===== config.mk =====
export PLATFORM = sky130hd
export DESIGN_NAME = row_track_edge_finder_unit
export DESIGN_NICKNAME = d
export VERILOG_FILES = /design/src/rtl/rtef_pkg.sv /design/src/rtl/rtef_ram.sv /design/src/rtl/rtef_scan.sv /design/src/rtl/row_track_edge_finder_unit.sv
export SDC_FILE = /design/constraint.sdc
export NUM_CORES = 1
export LEC_CHECK = 0
export BUFFER_PORTS_ARGS = -buffer_cell sky130_fd_sc_hd__buf_2
export CORE_MARGIN = 2
export CORE_UTILIZATION = 25
export DETAILED_ROUTE_END_ITERATION = 10
export SLEW_MARGIN = 5
export SYNTH_ARGS = -nofsm -noshare
export SYNTH_HDL_FRONTEND = slang
export SYNTH_SLANG_ARGS = --single-unit

===== constraint.sdc =====
create_clock -name i_clk -period 3.2 [get_ports i_clk]
set_input_delay 0.32 -clock i_clk [delete_from_list [all_inputs] [get_ports i_clk]]
set_output_delay 0.32 -clock i_clk [all_outputs]
set_load 0.02 [all_outputs]

===== src/rtl/rtef_pkg.sv =====
// Shared constants, payload types and scan unit interface types of the row track edge finder.
`default_nettype none

package rtef_pkg;

    localparam int ROW_PIXELS = 320;
    localparam int ROW_BYTES  = 40;
    localparam int PIX_WORDS  = (ROW_PIXELS + 7) / 8;
    localparam int ADDR_W     = $clog2(PIX_WORDS);
    localparam int CNT_W      = $clog2(ROW_BYTES + 1);
    localparam int COL_W      = (($clog2(ROW_PIXELS) > 9) ? $clog2(ROW_PIXELS) : 9) + 2;

    localparam logic [2:0] CFG_SCAN_START  = 3'd0;
    localparam logic [2:0] CFG_LEFT_LIMIT  = 3'd1;
    localparam logic [2:0] CFG_RIGHT_LIMIT = 3'd2;
    localparam logic [2:0] CFG_SINGLE_HW   = 3'd3;
    localparam logic [2:0] CFG_WIDTH_LOW   = 3'd4;
    localparam logic [2:0] CFG_WIDTH_HIGH  = 3'd5;
    localparam logic [2:0] CFG_CENTRE_LOW  = 3'd6;
    localparam logic [2:0] CFG_CENTRE_HIGH = 3'd7;

    localparam logic [8:0] RST_SCAN_START  = 9'd160;
    localparam logic [8:0] RST_LEFT_LIMIT  = 9'd5;
    localparam logic [8:0] RST_RIGHT_LIMIT = 9'd315;
    localparam logic [7:0] RST_SINGLE_HW   = 8'd50;
    localparam logic [7:0] RST_WIDTH_LOW   = 8'd80;
    localparam logic [7:0] RST_WIDTH_HIGH  = 8'd110;
    localparam logic [8:0] RST_CENTRE_LOW  = 9'd60;
    localparam logic [8:0] RST_CENTRE_HIGH = 9'd250;

    typedef logic signed [COL_W-1:0] t_col;

    typedef struct packed {
        logic [7:0] pixel_byte;
        logic [7:0] row_index;
        logic       row_end;
    } t_in;

    typedef struct packed {
        logic [7:0] row_tag;
        logic [8:0] centre_col;
        logic [8:0] left_edge;
        logic [8:0] right_edge;
        logic [7:0] half_width;
        logic       left_found;
        logic       right_found;
    } t_out;

    typedef struct packed {
        logic       go;
        logic       dir_left;
        logic [8:0] start;
        logic [8:0] limit;
    } t_scan_req;

    typedef struct packed {
        logic done;
        logic found;
        t_col edge_col;
    } t_scan_rsp;

endpackage

`default_nettype wire


===== src/rtl/rtef_ram.sv =====
// Generic single write port, single read port RAM with registered read data.
`default_nettype none

module rtef_ram #(
    parameter int WIDTH = 8,
    parameter int DEPTH = 40
) (
    input  wire logic                     i_clk,
    input  wire logic                     i_we,
    input  wire logic [$clog2(DEPTH)-1:0] i_waddr,
    input  wire logic [WIDTH-1:0]         i_wdata,
    input  wire logic [$clog2(DEPTH)-1:0] i_raddr,
    output logic      [WIDTH-1:0]         o_rdata
);

    logic [WIDTH-1:0] r_mem [DEPTH];

    always_ff @(posedge i_clk) begin
        if (i_we) begin
            r_mem[i_waddr] <= i_wdata;
        end
        o_rdata <= r_mem[i_raddr];
    end

endmodule

`default_nettype wire


===== src/rtl/rtef_scan.sv =====
// Pixel walker that scans the stored row one column a cycle for three black pixels.
`default_nettype none

module rtef_scan (
    input  wire logic                      i_clk,
    input  wire logic                      i_rst_n,
    input  wire rtef_pkg::t_scan_req       i_req,
    output rtef_pkg::t_scan_rsp            o_rsp,
    output logic [rtef_pkg::ADDR_W-1:0]    o_raddr,
    input  wire logic [7:0]                i_rdata
);

    typedef enum logic {W_IDLE, W_RUN} t_wstate;

    t_wstate        r_state;
    logic           r_dir;
    rtef_pkg::t_col r_limit;
    rtef_pkg::t_col r_pos;
    rtef_pkg::t_col r_issue;
    logic           r_pend_valid;
    logic           r_pend_ok;
    logic [2:0]     r_pend_bit;
    logic [2:0]     r_win;
    logic [1:0]     r_fill;

    logic           issue_ok;
    logic           pixel;
    logic           at_limit;
    logic           stop;
    rtef_pkg::t_col step;
    rtef_pkg::t_col start_col;

    always_comb begin
        issue_ok  = (r_issue >= rtef_pkg::t_col'(0))
                 && (r_issue < rtef_pkg::t_col'(rtef_pkg::ROW_PIXELS));
        o_raddr   = issue_ok ? r_issue[3 +: rtef_pkg::ADDR_W] : '0;
        pixel     = r_pend_ok & i_rdata[3'd7 - r_pend_bit];
        at_limit  = r_dir ? (r_pos <= r_limit) : (r_pos >= r_limit);
        stop      = (r_state == W_RUN) && (r_fill == 2'd3) && ((&r_win) || at_limit);
        step      = r_dir ? rtef_pkg::t_col'(-1) : rtef_pkg::t_col'(1);
        start_col = rtef_pkg::t_col'(i_req.start);
        o_rsp.done     = stop;
        o_rsp.found    = !at_limit;
        o_rsp.edge_col = r_pos;
    end

    always_ff @(posedge i_clk) begin
        if (!i_rst_n) begin
            r_state      <= W_IDLE;
            r_pend_valid <= 1'b0;
            r_fill       <= 2'd0;
        end else if (i_req.go) begin
            r_state      <= W_RUN;
            r_dir        <= i_req.dir_left;
            r_limit      <= rtef_pkg::t_col'(i_req.limit);
            r_pos        <= start_col;
            r_issue      <= i_req.dir_left ? start_col - rtef_pkg::t_col'(1)
                                           : start_col + rtef_pkg::t_col'(1);
            r_pend_valid <= 1'b0;
            r_fill       <= 2'd0;
        end else if (r_state == W_RUN) begin
            if (stop) begin
                r_state      <= W_IDLE;
                r_pend_valid <= 1'b0;
            end else begin
                r_issue      <= r_issue + step;
                r_pend_valid <= 1'b1;
                r_pend_ok    <= issue_ok;
                r_pend_bit   <= r_issue[2:0];
                if (r_pend_valid) begin
                    r_win <= {r_win[1:0], pixel};
                    if (r_fill != 2'd3) begin
                        r_fill <= r_fill + 2'd1;
                    end else begin
                        r_pos <= r_pos + step;
                    end
                end
            end
        end
    end

endmodule

`default_nettype wire


===== src/rtl/row_track_edge_finder_unit.sv =====
// Top level of the row track edge finder: byte store, scan sequencer and result stage.
// A byte that does not end a row is taken and gives no result.
// On the last byte the shared walker scans right, then left; the result is then worked
// out and clamped, and loaded into the output register once it is free.
// Throughput: one byte a cycle while a row loads; input waits until its result is loaded.
// Reset (synchronous, active low) restores register defaults, clears the byte count
// and the kept edges; the pixel store itself is not cleared.
`default_nettype none

module row_track_edge_finder_unit (
    input  wire logic           i_clk,
    input  wire logic           i_rst_n,
    input  wire logic           i_in_valid,
    output logic                o_in_ready,
    input  wire rtef_pkg::t_in  i_in_data,
    output logic                o_out_valid,
    input  wire logic           i_out_ready,
    output rtef_pkg::t_out      o_out_data,
    input  wire logic           i_cfg_valid,
    output logic                o_cfg_ready,
    input  wire logic [2:0]     i_cfg_index,
    input  wire logic [8:0]     i_cfg_data
);

    typedef enum logic [2:0] {S_IDLE, S_RIGHT, S_LEFT, S_CALC, S_CLAMP} t_state;

    t_state                       r_state;
    logic [rtef_pkg::CNT_W-1:0]   r_count;
    logic [8:0]                   r_scan_start;
    logic [8:0]                   r_left_limit;
    logic [8:0]                   r_right_limit;
    logic [7:0]                   r_single_hw;
    logic [7:0]                   r_width_low;
    logic [7:0]                   r_width_high;
    logic [8:0]                   r_centre_low;
    logic [8:0]                   r_centre_high;
    logic [8:0]                   r_prev_left;
    logic [8:0]                   r_prev_right;
    logic                         r_go;
    logic                         r_dir_left;
    logic [7:0]                   r_tag;
    logic                         r_rf;
    logic                         r_lf;
    rtef_pkg::t_col               r_r;
    rtef_pkg::t_col               r_l;
    rtef_pkg::t_col               r_centre;
    rtef_pkg::t_col               r_hw;
    rtef_pkg::t_col               r_le;
    rtef_pkg::t_col               r_re;

    rtef_pkg::t_scan_req          scan_req;
    rtef_pkg::t_scan_rsp          scan_rsp;
    logic [rtef_pkg::ADDR_W-1:0]  ram_raddr;
    logic [7:0]                   ram_rdata;
    logic                         ram_we;
    logic                         in_fire;
    logic                         load_out;

    rtef_pkg::t_col shw;
    rtef_pkg::t_col two_hw;
    rtef_pkg::t_col diff_hw;
    rtef_pkg::t_col n_centre;
    rtef_pkg::t_col n_hw;
    rtef_pkg::t_col n_le;
    rtef_pkg::t_col n_re;
    rtef_pkg::t_col clamped;

    assign o_in_ready  = (r_state == S_IDLE);
    assign o_cfg_ready = 1'b1;
    assign in_fire     = i_in_valid && o_in_ready;
    assign ram_we      = in_fire && (r_count < rtef_pkg::CNT_W'(rtef_pkg::ROW_BYTES))
                      && (r_count < rtef_pkg::CNT_W'(rtef_pkg::PIX_WORDS));
    assign load_out    = (r_state == S_CLAMP) && (!o_out_valid || i_out_ready);

    always_comb begin
        scan_req.go       = r_go;
        scan_req.dir_left = r_dir_left;
        scan_req.start    = r_scan_start;
        scan_req.limit    = r_dir_left ? r_left_limit : r_right_limit;
    end

    rtef_ram #(
        .WIDTH (8),
        .DEPTH (rtef_pkg::PIX_WORDS)
    ) u_row_ram (
        .i_clk   (i_clk),
        .i_we    (ram_we),
        .i_waddr (rtef_pkg::ADDR_W'(r_count)),
        .i_wdata (i_in_data.pixel_byte),
        .i_raddr (ram_raddr),
        .o_rdata (ram_rdata)
    );

    rtef_scan u_scan (
        .i_clk   (i_clk),
        .i_rst_n (i_rst_n),
        .i_req   (scan_req),
        .o_rsp   (scan_rsp),
        .o_raddr (ram_raddr),
        .i_rdata (ram_rdata)
    );

    always_comb begin
        shw      = rtef_pkg::t_col'(r_single_hw);
        two_hw   = shw + shw;
        diff_hw  = (r_r - r_l) >>> 1;
        n_centre = rtef_pkg::t_col'(r_scan_start);
        n_hw     = shw;
        n_le     = rtef_pkg::t_col'(r_prev_left);
        n_re     = rtef_pkg::t_col'(r_prev_right);
        case ({r_lf, r_rf})
            2'b01: begin
                n_re     = r_r;
                n_centre = r_r - shw;
                n_le     = r_r - two_hw;
                if (n_le < rtef_pkg::t_col'(0)) begin
                    n_le = rtef_pkg::t_col'(0);
                end
            end
            2'b10: begin
                n_le     = r_l;
                n_centre = r_l + shw;
                n_re     = r_l + two_hw;
                if (n_re > rtef_pkg::t_col'(rtef_pkg::ROW_PIXELS - 1)) begin
                    n_re = rtef_pkg::t_col'(rtef_pkg::ROW_PIXELS - 1);
                end
            end
            2'b11: begin
                n_le     = r_l;
                n_re     = r_r;
                n_centre = (r_r + r_l) >>> 1;
                if (diff_hw < rtef_pkg::t_col'(r_width_low)) begin
                    n_hw = rtef_pkg::t_col'(r_width_low);
                end else if (diff_hw > rtef_pkg::t_col'(r_width_high)) begin
                    n_hw = rtef_pkg::t_col'(r_width_high);
                end else begin
                    n_hw = diff_hw;
                end
            end
            default: begin
                n_centre = rtef_pkg::t_col'(r_scan_start);
            end
        endcase
    end

    always_comb begin
        if (r_centre < rtef_pkg::t_col'(r_centre_low)) begin
            clamped = rtef_pkg::t_col'(r_centre_low);
        end else if (r_centre > rtef_pkg::t_col'(r_centre_high)) begin
            clamped = rtef_pkg::t_col'(r_centre_high);
        end else begin
            clamped = r_centre;
        end
    end

    always_ff @(posedge i_clk) begin
        if (!i_rst_n) begin
            r_state       <= S_IDLE;
            r_count       <= '0;
            r_go          <= 1'b0;
            r_dir_left    <= 1'b0;
            o_out_valid   <= 1'b0;
            r_prev_left   <= '0;
            r_prev_right  <= '0;
            r_scan_start  <= rtef_pkg::RST_SCAN_START;
            r_left_limit  <= rtef_pkg::RST_LEFT_LIMIT;
            r_right_limit <= rtef_pkg::RST_RIGHT_LIMIT;
            r_single_hw   <= rtef_pkg::RST_SINGLE_HW;
            r_width_low   <= rtef_pkg::RST_WIDTH_LOW;
            r_width_high  <= rtef_pkg::RST_WIDTH_HIGH;
            r_centre_low  <= rtef_pkg::RST_CENTRE_LOW;
            r_centre_high <= rtef_pkg::RST_CENTRE_HIGH;
        end else begin
            r_go <= (in_fire && i_in_data.row_end)
                 || ((r_state == S_RIGHT) && scan_rsp.done);
            if (i_cfg_valid) begin
                case (i_cfg_index)
                    rtef_pkg::CFG_SCAN_START:  r_scan_start  <= i_cfg_data;
                    rtef_pkg::CFG_LEFT_LIMIT:  r_left_limit  <= i_cfg_data;
                    rtef_pkg::CFG_RIGHT_LIMIT: r_right_limit <= i_cfg_data;
                    rtef_pkg::CFG_SINGLE_HW:   r_single_hw   <= i_cfg_data[7:0];
                    rtef_pkg::CFG_WIDTH_LOW:   r_width_low   <= i_cfg_data[7:0];
                    rtef_pkg::CFG_WIDTH_HIGH:  r_width_high  <= i_cfg_data[7:0];
                    rtef_pkg::CFG_CENTRE_LOW:  r_centre_low  <= i_cfg_data;
                    rtef_pkg::CFG_CENTRE_HIGH: r_centre_high <= i_cfg_data;
                    default: ;
                endcase
            end
            if (load_out) begin
                o_out_valid <= 1'b1;
            end else if (o_out_valid && i_out_ready) begin
                o_out_valid <= 1'b0;
            end
            case (r_state)
                S_IDLE: begin
                    if (in_fire) begin
                        if (i_in_data.row_end) begin
                            r_count    <= '0;
                            r_tag      <= i_in_data.row_index;
                            r_dir_left <= 1'b0;
                            r_state    <= S_RIGHT;
                        end else if (r_count < rtef_pkg::CNT_W'(rtef_pkg::ROW_BYTES)) begin
                            r_count <= r_count + rtef_pkg::CNT_W'(1);
                        end
                    end
                end
                S_RIGHT: begin
                    if (scan_rsp.done) begin
                        r_r        <= scan_rsp.edge_col;
                        r_rf       <= scan_rsp.found;
                        r_dir_left <= 1'b1;
                        r_state    <= S_LEFT;
                    end
                end
                S_LEFT: begin
                    if (scan_rsp.done) begin
                        r_l     <= scan_rsp.edge_col;
                        r_lf    <= scan_rsp.found;
                        r_state <= S_CALC;
                    end
                end
                S_CALC: begin
                    r_centre <= n_centre;
                    r_hw     <= n_hw;
                    r_le     <= n_le;
                    r_re     <= n_re;
                    r_state  <= S_CLAMP;
                end
                S_CLAMP: begin
                    if (load_out) begin
                        o_out_data.row_tag     <= r_tag;
                        o_out_data.centre_col  <= clamped[8:0];
                        o_out_data.left_edge   <= r_le[8:0];
                        o_out_data.right_edge  <= r_re[8:0];
                        o_out_data.half_width  <= r_hw[7:0];
                        o_out_data.left_found  <= r_lf;
                        o_out_data.right_found <= r_rf;
                        r_prev_left            <= r_le[8:0];
                        r_prev_right           <= r_re[8:0];
                        r_state                <= S_IDLE;
                    end
                end
                default: begin
                    r_state <= S_IDLE;
                end
            endcase
        end
    end

`ifndef SYNTHESIS
    a_count_bound: assert property (@(posedge i_clk) disable iff (!i_rst_n)
        r_count <= rtef_pkg::CNT_W'(rtef_pkg::ROW_BYTES))
        else $error("byte count ran past the row length");

    a_row_end_starts_scan: assert property (@(posedge i_clk) disable iff (!i_rst_n)
        (in_fire && i_in_data.row_end) |=> (r_state == S_RIGHT && r_go && !r_dir_left))
        else $error("last byte of a row did not start the right scan");

    a_done_only_scanning: assert property (@(posedge i_clk) disable iff (!i_rst_n)
        scan_rsp.done |-> (r_state == S_RIGHT || r_state == S_LEFT))
        else $error("scan finished outside a scan state");

    a_load_needs_room: assert property (@(posedge i_clk) disable iff (!i_rst_n)
        load_out |-> (!o_out_valid || i_out_ready))
        else $error("result loaded over a result not yet taken");

    a_centre_in_clamp: assert property (@(posedge i_clk) disable iff (!i_rst_n)
        (load_out && r_centre_low <= r_centre_high) |=>
            (o_out_data.centre_col >= $past(r_centre_low)
             && o_out_data.centre_col <= $past(r_centre_high)))
        else $error("reported centre lies outside its clamp");
`endif

endmodule

`default_nettype wire

======== Word level (Yosys, flattened, before mapping) ========
Memory sizes are Yosys's and may differ from the RTL's. A register that Yosys moved wholly into a read port is not among the register bits.
Index checks and enable logic that the tools add are counted.
Widths: inputs -> output; s select.
word-level totals
  word-level logic and storage cells ...... 189
  bits in writable memories ............... 320
  memories ................................ 1
  flip-flop bits (word level) ............. 256
  bits of input ports ..................... 34
cells by class
  equality and inequality tests ........... 23
  $lt $le $gt $ge ......................... 12
  reduce and logical (&&, ||, !) cells .... 49
  bitwise gates (word level) .............. 4
  mux-type cells .......................... 44
  $add $sub $neg .......................... 14
memory list
  name             words  width  read ports  clocked after memory_dff  write ports  RTL line        text
  u_row_ram.r_mem  40     8      1           1                         1            rtef_ram.sv:16  logic [WIDTH-1:0] r_mem [DEPTH];
operator list
  cell                  number
  $mux 11               9
  $mux 9                6
  $pmux 9 s2            2
  $add 11x11->11        3
  $pmux 11 s3           1
  $mux 8                3
  $reduce_and 2->1      11
  $mux 6                3
  $reduce_and 3->1      6
  $reduce_and 4->1      4
  $eq 3x3->1 const B    5
  $mux 3                5
  $pmux 3 s5            1
  $reduce_and 5->1      3
  $eq 3x2->1 const B    4
  $mux 1                12
  $add 11x10->11        1
  $add 11x9->11         1
  $ge 11x1->1 const B   1
  $ge 11x10->1          1
  $gt 11x10->1          1
  $gt 11x10->1 const B  1
  $le 11x10->1          1
  $lt 11x1->1 const B   1
  30 further kinds      60

======== Longest topological paths before layout ========
  depth after elaboration ................. 7
  mapped depth ............................ 16
  mapped depth without buffers ............ 14

======== Cells and area by module ========
Synthesis repeated with hierarchy kept, for this count alone.
second synthesis, totals
  cell total of the unflattened synthesis .. 2154
  area total of the unflattened synthesis .. 27635.3 um2
by module, submodules not included
  module                      area each (um2)  cells an instance  instances  sequential area each (um2)
  rtef_ram                    12990.0          696                1          9769.4
  row_track_edge_finder_unit  11591.1          1152               1          5405.2
  rtef_scan                   3054.2           306                1          1251.2

======== Worst setup path after synthesis ========
Ideal clock, no wire load.
  path type ............................... flip-flop to flip-flop
  start ................................... register u_scan.r_pos[6]
  end ..................................... register r_r[0] (enable)
  setup slack ............................. -0.256 ns
  required time ........................... 2.801 ns
  stages on the path, launching flop included .. 9
  buffers on the path ..................... 0
  arrival ................................. 3.057 ns
  cell sequence ........................... edfxtp_1 ha_1 a211o_1 o221ai_1 a21oi_1 o41a_1 mux2i_4 and3_1 nor3b_1
between the ends
  cells in the longest elaborated chain, start to end .. 5
  elaborated cells between the ends (all ways) .. 6
  those cells by class .................... order compare (2); mux (1); reduce/logical (3)
ends and longest elaborated chain
  element                                              RTL line                           text
  start, declared                                      rtef_scan.sv:18                    rtef_pkg::t_col r_pos;
  start signal, assigned                               rtef_scan.sv:56                    r_pos <= start_col;
  start signal, assigned                               rtef_scan.sv:75                    r_pos <= r_pos + step;
  $ge 11x10->1 / $le 11x10->1 (equally long branches)  rtef_scan.sv:38                    at_limit = r_dir ? (r_pos <= r_limit) : (r_pos >= r_limit);
  $mux 1 *                                             rtef_scan.sv:38
  $logic_or 1x1->1 *                                   rtef_scan.sv:39                    stop = (r_state == W_RUN) && (r_fill == 2'd3) && ((&r_win) || at_limit);
  $logic_and 1x1->1 *                                  rtef_scan.sv:39
  $reduce_and 3->1 (no source line) *                  --
  end signal, assigned                                 row_track_edge_finder_unit.sv:209  r_r <= scan_rsp.edge_col;
  end, declared                                        row_track_edge_finder_unit.sv:44   rtef_pkg::t_col r_r;
Every way passes the cells marked *; elsewhere a longest branch is shown, timed or not.
A chain may end at the register's enable or synchronous reset.

======== Worst setup path after layout ========
  start ................................... register r_r[0]
  end ..................................... register r_hw[1] (data pin)
between the ends
  cells in the longest elaborated chain, start to end .. 5
  elaborated cells between the ends (all ways) .. 6
  those cells by class .................... add/sub (1); order compare (2); mux (3)
ends and longest elaborated chain
  element               RTL line                           text
  $sub 11x11->11 *      row_track_edge_finder_unit.sv:106  diff_hw = (r_r - r_l) >>> 1;
  $gt 10x9->1           row_track_edge_finder_unit.sv:134  end else if (diff_hw > rtef_pkg::t_col'(r_width_high)) begin
  $mux 8                row_track_edge_finder_unit.sv:134
  $mux 8 *              row_track_edge_finder_unit.sv:132  if (diff_hw < rtef_pkg::t_col'(r_width_low)) begin
  $mux 8 *              row_track_edge_finder_unit.sv:111  case ({r_lf, r_rf})
  via n_hw[1]           row_track_edge_finder_unit.sv:63   rtef_pkg::t_col n_hw;
  end signal, assigned  row_track_edge_finder_unit.sv:224  r_hw <= n_hw;
  end, declared         row_track_edge_finder_unit.sv:47   rtef_pkg::t_col r_hw;
Mark *: on every way through the listed nets, which the timed path passes. The rest lies on a longest branch.

==> results.toml <==
[logic_synthesis]
synthCells = 2323
synth-simple-area-share_pct = 11.7
synth_top_cells_by_count = "473 x edfxtp_1, 345 x nand2_1, 122 x a21oi_1"
synth-edff-count = 473
synth_top_area_cell = "edfxtp_1"
synthAdderAreaFrac_pct = 5.76
synthXorXnorAreaFrac_pct = 2.26
synth_warnings = 0
synth_seq_cells = 584
synth-compound-area-share_pct = 12.7
synth_area_um2 = 27400
yosysSeqAreaShare_pct = 59.9
postSynth.asyncResetShare_pct = 0
yosysMostFrequentCell = "edfxtp_1"
synth.top_cell.area_share_pct = 51.8
synth_mux_area_share_pct = 4.47
synth.avg_cell_area_um2 = 11.8
ys.flop_type = "edfxtp_1"
synth_nets = 2479
synth_top_family_by_area = "compound AO/OA/AOI/OAI gates"
ys_types = 81
synth_area_leaders = "edfxtp_1 52%, dfxtp_1 8.1%, ha_1 5.2%, nand2_1 4.7%, mux2i_1 3.3%"

[sta]
setup_slack_ns = -0.0667
rsz0062_at_grt = "true"
period_share_pct = 102
worst_pin_slew_ns = 1.14
fmax_mhz = 306
hold_viol = 0
finClkSkew_ns = 0.0175
slew_headroom_pct = 23.7
setup_viol = 8
min_period_ns = 3.27
drv_slew = 0
fin_setup_tns_ns = -0.429

[detailed_routing]
vias_per_cell = 4.76
drtAntennaViolNets = 0
vias = 18900
dr.pass1.iters = 6
dr.max_layer_used = "met5"
drcViolationCount = 0
wl_per_cell_um = 18.5
wl_met2_um = 36500
wl_met1_um = 31200
wirelength_um = 73800
dr_wl_met3_um = 4080
drtIter0Drc = 1623

[pwr]
p_leak_nw = 11.9
power_density_nw_per_um2 = 499
irDropWorstVdd_mv = 0.562

[finish]
drive_gt1_share_pct = 16.2
antenna_cells = 0
fillers = 11000
final_nets = 2678
area_growth_syn_to_layout_pct = 19.4

[clock_network]
clk_latency_ns = 0.61
clk_pin_slew_ns = 0.06
root_buffer = "clkbuf_16"
htree_levels = 3
cts_buffer_depth = 3
cts_tree = "done"
numCtsBuffers = 67
cts_sinks = 584

[setup_path]
crit_family = "compound AO/OA/AOI/OAI gates"
cpMostUsedCell = "a21oi_2"
worstSetupPathType = "flop to flop"
crit_buf_inv = 2
start_kind = "flop"
max_stage_delay_ns = 0.39
path_cells = "nand2b_4 -> fa_2 -> buf_4 -> a21oi_2 -> o21ai_1 -> o21a_1 -> ha_1 -> o21ai_2 -> a21oi_2 -> o41ai_2 -> a21oi_2 -> o21ai_4 -> buf_12 -> mux2i_2 -> o211ai_2"
crit_fanout = 8
worstPathArrival_ns = 3.62
required_ns = 3.55
critPathSlowestCell = "edfxtp_1"
crit_path_end_kind = "flop"

[job]
max_cap_viol_count = 0

[hold_path]
hold_class = "input pin to flop"

[grt]
overflow = 0
grt_usage_pct = 13.0
grt_pass1_vias = 18600
grt_antenna_before_repair = 3
grt_max_degree = 70
grt_pass1_wl_um = 113000

[status]
status = "complete, but fails checks"
violations = "setup timing"

[floorplanning]
die_h_um = 335
die_area_um2 = 112000
ios = 82
std_cell_rows = 121
fp.dieW_um = 335
start_util_pct = 25.2
core_area_um2 = 109000

[place]
place_congestion = 0.904
post-place-ws_ns = -0.205
io_buffers = 80
dp_hpwl_um = 50200
## final timing paths
path | depth (start not counted) | startpoint | slack (ns) | end
min | 3 | i_cfg_data[2] | 0.07 | r_width_low[2]$_SDFFE_PN0P_
min reg2reg | 0 | r_hw[6]$_DFFE_PP_ | 0.41 | o_out_data[8]$_DFFE_PP_
max | 15 | r_r[0]$_DFFE_PP_ | -0.07 | r_hw[1]$_DFFE_PP_
max reg2reg | 15 | r_r[0]$_DFFE_PP_ | -0.07 | r_hw[1]$_DFFE_PP_
## power by group
group          total (W)  switching [W]  internal [W]
logic           0.000710       0.000466      0.000245
clock network    0.00734        0.00310       0.00424
registers        0.00830      0.0000450       0.00825
total             0.0163        0.00361        0.0127
## cell type report
class | instances | area [um^2] | share of cell area, %
Timing Repair Buffer | 243 | 1710 | 5.22
Sequential cell | 584 | 16400 | 50.1
Clock inverter | 25 | 176 | 0.539
Multi-Input combinational cell | 1523 | 10400 | 31.6
Tap cell | 1414 | 1770 | 5.40
Clock buffer | 92 | 1930 | 5.88
Inverter | 103 | 389 | 1.19
## routing by layer
| metal | track usage (%) | vias up |
|---|---|---|
| met5 | 0 | - |
| met4 | 4.20 | 2 |
| met3 | 2.03 | 120 |
| met2 | 22.1 | 544 |
| met1 | 16.7 | 9295 |
| li1 | - | 8984 |
## placed cells by master (no fill, tap or decap), drive strengths merged, types with 7 or more instances in the layout
cell / instances
o31ai: 17
mux2i: 92
fa: 7
nand2b: 31
and3: 22
a21oi: 122
nor2b: 23
o2111ai: 9
o21ai: 72
nor3: 38
clkinv: 16
o211ai: 43
a21boi: 59
nor4: 16
nand3: 58
o22a: 7
o221ai: 29
xnor2: 46
dfxtp: 111
nand2: 345
a21o: 17
o22ai: 25
ha: 115
buf: 234
nor2: 110
inv: 107
mux4: 7
mux2: 12
clkbuf: 92
o21a: 20
or3: 21
a211oi: 28
a31oi: 26
dlygate4sd3: 9
xor2: 24
edfxtp: 473
nand4: 20
## metrics by stage
step / utilization [%] / std cells / hold WS [ns] / total power [W] / cell area [um^2]
after floorplan: - / 2323 / 0.400 / 0.00886 / 27500
after global placement: 27.9 / 3848 / 0.401 / 0.00914 / 30300
after detailed placement: 27.9 / 3848 / 0.406 / 0.00915 / 30300
after CTS: 30.0 / 3978 / 0.0447 / 0.0165 / 32600
after global routing: 30.1 / 3984 / 0.0712 / 0.0169 / 32800
final: 30.1 / 3984 / 0.0679 / 0.0163 / 32800
## registers in the layout (all words and copies together), names as in the netlist, 11 cells and up
register / flops
r_centre: 11
u_scan.r_pos: 11
o_out_data: 45
r_l: 11
r_r: 11
u_scan.r_issue: 11
u_row_ram.r_mem: 320
## logic make-up (layout without fill, tap and decap cells)
family,after synthesis,in the layout
XOR/XNOR,70,70
other,1,1
AND/OR/NAND/NOR,707,707
multiplexers,111,111
flip-flops,584,584
adder cells (fa/ha/maj),122,122
buffers and inverters,216,463
AO/OA/AOI/OAI,512,512
## worst register-to-register path, stage by stage (launching register included)
cell	delay, ns
edfxtp_1	0.39
nand2b_4	0.17
fa_2	0.39
buf_4	0.16
a21oi_2	0.12
o21ai_1	0.09
o21a_1	0.13
ha_1	0.32
o21ai_2	0.07
a21oi_2	0.05
o41ai_2	0.33
a21oi_2	0.12
o21ai_4	0.18
buf_12	0.16
mux2i_2	0.24
o211ai_2	0.10
## repair_timing
action | 4_1_cts | 5_1_grt
setup endpoints to repair | 8 | 30
endpoints found under the hold margin | 10 | 0
gates resized for setup | 13 | 22
pin swaps | 12 | 14
hold buffers | 9 | 0
setup buffers | 4 | 6
No activity file was read; power rests on OpenSTA's default activity.
